<file path="src/sv/stdp_pkg.sv">
// shared constants and types for the sieve / trial division prime tester
`timescale 1ns / 1ps
package stdp_pkg;
  localparam int SieveSize = 4096;
  localparam int PrimeSlots = 1024;
  localparam int CandBits = 25;
  localparam int LimitW = 13;
  localparam int MarkAw = $clog2(SieveSize + 1);
  localparam int SlotAw = $clog2(PrimeSlots);
  localparam int CountW = $clog2(PrimeSlots + 1);
  localparam int PrimeW = $clog2(SieveSize + 1);
  localparam logic [0:0] ReqBuild = 1'b0;
  localparam logic [0:0] ReqTest = 1'b1;
  localparam logic [0:0] StatusOk = 1'b0;
  localparam logic [0:0] StatusNotBuilt = 1'b1;

  // divider handshake
  typedef struct packed {
    logic start;
    logic [CandBits-1:0] dividend;
    logic [PrimeW-1:0] divisor;
  } div_req_t;

  typedef struct packed {
    logic done;
    logic zero_rem;
  } div_rsp_t;
endpackage

</file>
<file path="src/sv/stdp_divider.sv">
// bit-serial remainder unit, one quotient bit per cycle
`timescale 1ns / 1ps
module stdp_divider (
  input  logic clk,
  input  logic rst,
  input  stdp_pkg::div_req_t req,
  output stdp_pkg::div_rsp_t rsp
);
  localparam int CntW = $clog2(stdp_pkg::CandBits + 1);

  logic [stdp_pkg::CandBits-1:0] num;
  logic [stdp_pkg::PrimeW-1:0] den;
  logic [stdp_pkg::PrimeW:0] rem;
  logic [CntW-1:0] cnt;
  logic busy;
  logic [stdp_pkg::PrimeW+1:0] shifted;
  logic [stdp_pkg::PrimeW+1:0] diff;

  always_comb begin
    shifted = {rem, num[stdp_pkg::CandBits-1]};
    diff = shifted - {2'b00, den};
  end

  always_ff @(posedge clk) begin
    rsp.done <= 1'b0;
    if (rst) begin
      busy <= 1'b0;
      rsp.zero_rem <= 1'b0;
    end else if (req.start) begin
      busy <= 1'b1;
      num <= req.dividend;
      den <= req.divisor;
      rem <= '0;
      cnt <= CntW'(stdp_pkg::CandBits);
    end else if (busy) begin
      num <= {num[stdp_pkg::CandBits-2:0], 1'b0};
      if (!diff[stdp_pkg::PrimeW+1]) rem <= diff[stdp_pkg::PrimeW:0];
      else rem <= shifted[stdp_pkg::PrimeW:0];
      cnt <= cnt - 1'b1;
      if (cnt == CntW'(1)) begin
        busy <= 1'b0;
        rsp.done <= 1'b1;
        rsp.zero_rem <= diff[stdp_pkg::PrimeW+1] ? (shifted == '0) : (diff == '0);
      end
    end
  end
endmodule

</file>
<file path="config.mk">
export PLATFORM = sky130hd
export DESIGN_NAME = stdp_divider
export DESIGN_NICKNAME = d
export VERILOG_FILES = /design/src/sv/stdp_pkg.sv /design/src/sv/stdp_divider.sv
export SDC_FILE = /design/constraint.sdc
export NUM_CORES = 1
export LEC_CHECK = 0
export ABC_AREA = 1
export BUFFER_PORTS_ARGS = -buffer_cell sky130_fd_sc_hd__buf_2
export CAP_MARGIN = 10
export CORE_MARGIN = 1
export CORE_UTILIZATION = 25
export DETAILED_ROUTE_END_ITERATION = 10
export PLACE_DENSITY_LB_ADDON = 0.15
export SLEW_MARGIN = 20
export SYNTH_ARGS = -nofsm -noshare
export SYNTH_HDL_FRONTEND = slang
export SYNTH_SLANG_ARGS = --single-unit
</file>
<file path="constraint.sdc">
create_clock -name clk -period 9.34 [get_ports clk]
set_input_delay 0.467 -clock clk [delete_from_list [all_inputs] [get_ports clk]]
set_output_delay 0.467 -clock clk [all_outputs]
set_load 0.03 [all_outputs]
</file>
After elaboration in Yosys (flattened, before gate mapping)

Index checks and enable logic that the tools add are counted.

Flip-flop bits (word level): 60
Input port bits: 41
Output and inout port bits: 2
Word-level logic and storage cells: 30

$add $sub $neg: 2
Equality and inequality tests: 1
Mux-type cells: 10
Bitwise gates (word level): 3
Reductions and logical operators: 7

Operators with widths:

| kind                                              | count |
|---|---|
| two-way mux 25 bit                                | 2 |
| zero test 15 bit                                  | 2 |
| two-way mux 14 bit                                | 2 |
| subtractor 15 x 13 -> 15 bit                      | 1 |
| == test 5 x 1 -> 1 bit (second input constant)    | 1 |
| two-way mux 5 bit                                 | 1 |
| subtractor 5 x 1 -> 5 bit (second input constant) | 1 |
| two-way mux 1 bit                                 | 4 |
| AND reduction 2 bit                               | 2 |
| inverter 1 bit                                    | 3 |
| AND reduction 3 bit                               | 1 |
| OR reduction 3 bit                                | 1 |
| two-way mux 2 bit                                 | 1 |
| nonzero test 2 bit                                | 1 |

Logic depth before layout (Yosys ltp)

Depth in word-level cells: 4
Depth in mapped cells: 15
Depth with buffers taken out: 15

Worst setup path after synthesis

OpenSTA, ideal clock, no wires.

Kind: input port to flip-flop
Start: input port req[38] in the netlist's numbering
End: register cnt[0], enable pin
Setup time: 506 ps
Arrival: 3835 ps
Required time: 8834 ps
Slack: 4999 ps
Stages on the path: 3
Buffers on the path: 1
Path through: inv_2 -> clkbuf_1 -> o21ai_0

Cells in the longest elaborated chain, start to end: 2

RTL lines:

| item                          | line               | source |
|---|---|---|
| start, declared               | stdp_divider.sv:6  | `input stdp_pkg::div_req_t req,` |
| nonzero test 2 bit (no line)  | --                 |  |
| AND reduction 2 bit (no line) | --                 |  |
| end signal, assigned          | stdp_divider.sv:34 | `cnt <= CntW'(stdp_pkg::CandBits);` |
| end signal, assigned          | stdp_divider.sv:39 | `cnt <= cnt - 1'b1;` |
| end, declared                 | stdp_divider.sv:14 | `logic [CntW-1:0] cnt;` |

No other way between the ends.
A chain may end at the register's enable or synchronous reset.

Worst setup path after layout

Start: input port req[38] in the netlist's numbering
End: register num[15] in the netlist's numbering, enable pin

Cells in the longest elaborated chain, start to end: 2

RTL lines:

| item                          | line               | source |
|---|---|---|
| nonzero test 2 bit (no line)  | --                 |  |
| AND reduction 2 bit (no line) | --                 |  |
| end signal, assigned          | stdp_divider.sv:31 | `num <= req.dividend;` |
| end signal, assigned          | stdp_divider.sv:36 | `num <= {num[stdp_pkg::CandBits-2:0], 1'b0};` |
| end, declared                 | stdp_divider.sv:11 | `logic [stdp_pkg::CandBits-1:0] num;` |

No other way between the ends.

==> results.sh <==
export IMPL_synth_area_leaders="edfxtp_1, nand2_1, inv_1"
export IMPL_dr_pass1_iters=4
export IMPL_synth_edf_count=57
export IMPL_post_cts_buffers=0
export IMPL_grt_pass1_vias=2803
export IMPL_period_share=0.265
export IMPL_syn_to_final_growth_pct=20.1
export IMPL_syn_area_per_cell_um2=8.24
export IMPL_synth_warnings=0
export IMPL_fin_ws_ns=6.87
export IMPL_antenna_found_initial=0
export IMPL_core_area_um2=13400
export IMPL_dieWidth_um=120
export IMPL_cts_htree_levels=3
export IMPL_rsz0062_at_grt="no"
export IMPL_powerDensity_nw_per_um2=207
export IMPL_clk_insertion_delay_late_ns=0.33
export IMPL_setup_tns_ns=0
export IMPL_r2r_end="rsp[0]"
export IMPL_fin_hold_ws_ns=0.311
export IMPL_drt_wirelength_per_cell_um=12.5
export IMPL_critPathLaunch="req[38]"
export IMPL_nets=525
export IMPL_io_buffers=42
export IMPL_setup_viol=0
export IMPL_cp_endpoint="num[15]"
export IMPL_slowest_delay_ns=0.65
export IMPL_path_cells="buf_2 -> inv_2 -> o21ai_4 -> buf_4"
export IMPL_finalMaxSlewViolations=0
export IMPL_cp_depth=4
export IMPL_clkSinkCount=60
export IMPL_finClkSkew_ns=0.00403
export IMPL_num_vias=2760
export IMPL_r2r_start="num[24]"
export IMPL_synth_top_area_frac=0.492
export IMPL_drc_errors=0
export IMPL_synth_flop_cell="edfxtp_1"
export IMPL_die_y_um=120
export IMPL_drtIter0Drc=96
export IMPL_grt_pass1_wl_um=13600
export IMPL_gp_congestion=0.785
export IMPL_max_freq_ghz=0.405
export IMPL_total_leakage_power_uw=0.00200
export IMPL_yosys_top_cells_count="nand2_1, inv_1, edfxtp_1, nor2_1"
export IMPL_yosys_area_top_type="edfxtp_1"
export IMPL_relSlewSlack=0.499
export IMPL_antennaDiodeCount=0
export IMPL_async_reset_ff_frac=0
export IMPL_hold_viol=0
export IMPL_slowest_stage="o21ai_4"
export IMPL_dp_slack_ns=6.46
export IMPL_detail_route_antenna_nets=0
export IMPL_synth_nets=479
export IMPL_synth_seq_area_share=0.509
export IMPL_synth_area_um2=3480
export IMPL_critPathMaxFanout=43
export IMPL_worst_pin_slew_ns=0.750
export IMPL_io_pins=43
export IMPL_clk_path_buf_depth=2
export IMPL_drive_gt1_frac=0.152
export IMPL_cts_tree="yes"
export IMPL_cts_made_buffers=9
export IMPL_synthCells=422
export IMPL_hold_buffers=0
export IMPL_status="finished, final reports clean"
export IMPL_final_core_util=0.312
export IMPL_clk_pin_slew_ns=0.05
export IMPL_min_path_cells=1
export IMPL_start_util=0.260
export IMPL_path_buf_inv=3
export IMPL_ir_drop_v=0.0000955
export IMPL_hold_path_class="input port to flip-flop"
export IMPL_r2r_setup_slack_ns=6.94
export IMPL_dp_hpwl_um=6010
export IMPL_grt_max_degree=44
export IMPL_synth_most_common_cell="nand2_1"
export IMPL_ctsRootBufferMaster="clkbuf_16"
export IMPL_grt_usage=0.124
export IMPL_grt_ovfl_total=0
export IMPL_vias_per_cell=4.25
export IMPL_path_delay_family="buffers and inverters"
export IMPL_crit_type="input port to flip-flop"
export IMPL_period_needed_ns=2.47
export IMPL_crit_arrival_ns=2.47
export IMPL_crit_path_start_kind="input port"
export IMPL_crit_path_end_kind="flip-flop"
export IMPL_ys_seq_elements=60
export IMPL_r2r_cells=14
export IMPL_rows=42
export IMPL_max_cap_viol_count=0
export IMPL_yosysUniqueCellTypes=33
export IMPL_cts_resized=0
export IMPL_required_ns=9.34
export IMPL_total_power_uw=866
export IMPL_totalWireLength_um=8130
export IMPL_die_area_um2=14400
[worst min-delay path by stage]
stage / startpoint / end / slack [ns]
6_report: req[5] / den[5] / 0.31
4_1_cts: req[5] / den[5] / 0.29
5_1_grt: req[5] / den[5] / 0.30
2_1_floorplan: busy / rsp[1] / 0.46
3_3_place_gp: num[19] / num[20] / 0.49
3_5_place_dp: busy / rsp[1] / 0.50
[cells by family after synthesis]
family                   synth area share
AO/OA/AOI/OAI                      0.0572
flip-flops                          0.509
adder cells (fa/ha/maj)            0.0597
AND/OR/NAND/NOR                     0.283
buffers and inverters              0.0856
XOR/XNOR                          0.00504
[layout by cell type, fill, tap and decap left out, types with 2 or more instances in the layout]
cell type | synthesis | final
a21oi_1 | 19 | 19
and2_1 | 2 | 2
buf_2 | 0 | 42
buf_4 | 0 | 2
clkbuf_1 | 7 | 2
clkbuf_16 | 0 | 9
clkinvlp_4 | 0 | 2
dfxtp_1 | 3 | 3
edfxtp_1 | 57 | 57
ha_1 | 15 | 15
inv_1 | 61 | 61
inv_2 | 2 | 2
nand2_1 | 164 | 164
nand2_2 | 3 | 3
nand3_1 | 19 | 19
nand3_2 | 2 | 2
nand3b_1 | 4 | 4
nand4_1 | 5 | 5
nor2_1 | 23 | 23
nor2_2 | 2 | 2
nor3_1 | 2 | 2
nor4_1 | 3 | 3
o21ai_0 | 10 | 9
o21ai_1 | 6 | 6
[layer usage]
layer  part of all wire  vias to the layer above  GRT usage
met2               0.44                       56      0.198
met5                  0                        -          0
met4              0.010                        0     0.0422
met1               0.51                     1238      0.161
li1                   -                     1460          -
met3              0.046                        6     0.0356
[registers in the layout, indices dropped and copies added, names as in the netlist]
| name | count |
|---|---|
| rem | 14 |
| num | 25 |
| cnt | 5 |
| busy | 1 |
| rsp | 2 |
| den | 13 |
[metrics by stage]
stage          std cells  instance area [µm²]
3_5_place_dp         633                 3880
5_1_grt              649                 4180
3_3_place_gp         633                 3880
4_1_cts              649                 4180
2_1_floorplan        422                 3480
6_report             649                 4180
[layout make-up]
class | instances | area [µm²]
fill | 1461 | 9220
sequential | 60 | 1770
multi-input combinational | 289 | 1420
clock buffer | 12 | 246
inverter | 64 | 243
timing repair buffer | 44 | 225
tap | 176 | 220
clock inverter | 4 | 50.0
[report_power, final]
part	internal [µW]	total [µW]	switching, µW	leakage [µW]
sequential	329	345	15.7	0.000575
clock	213	334	121	0.000139
combinational	64.7	188	123	0.00129
Note: power is estimated with default switching activity, not from simulation.
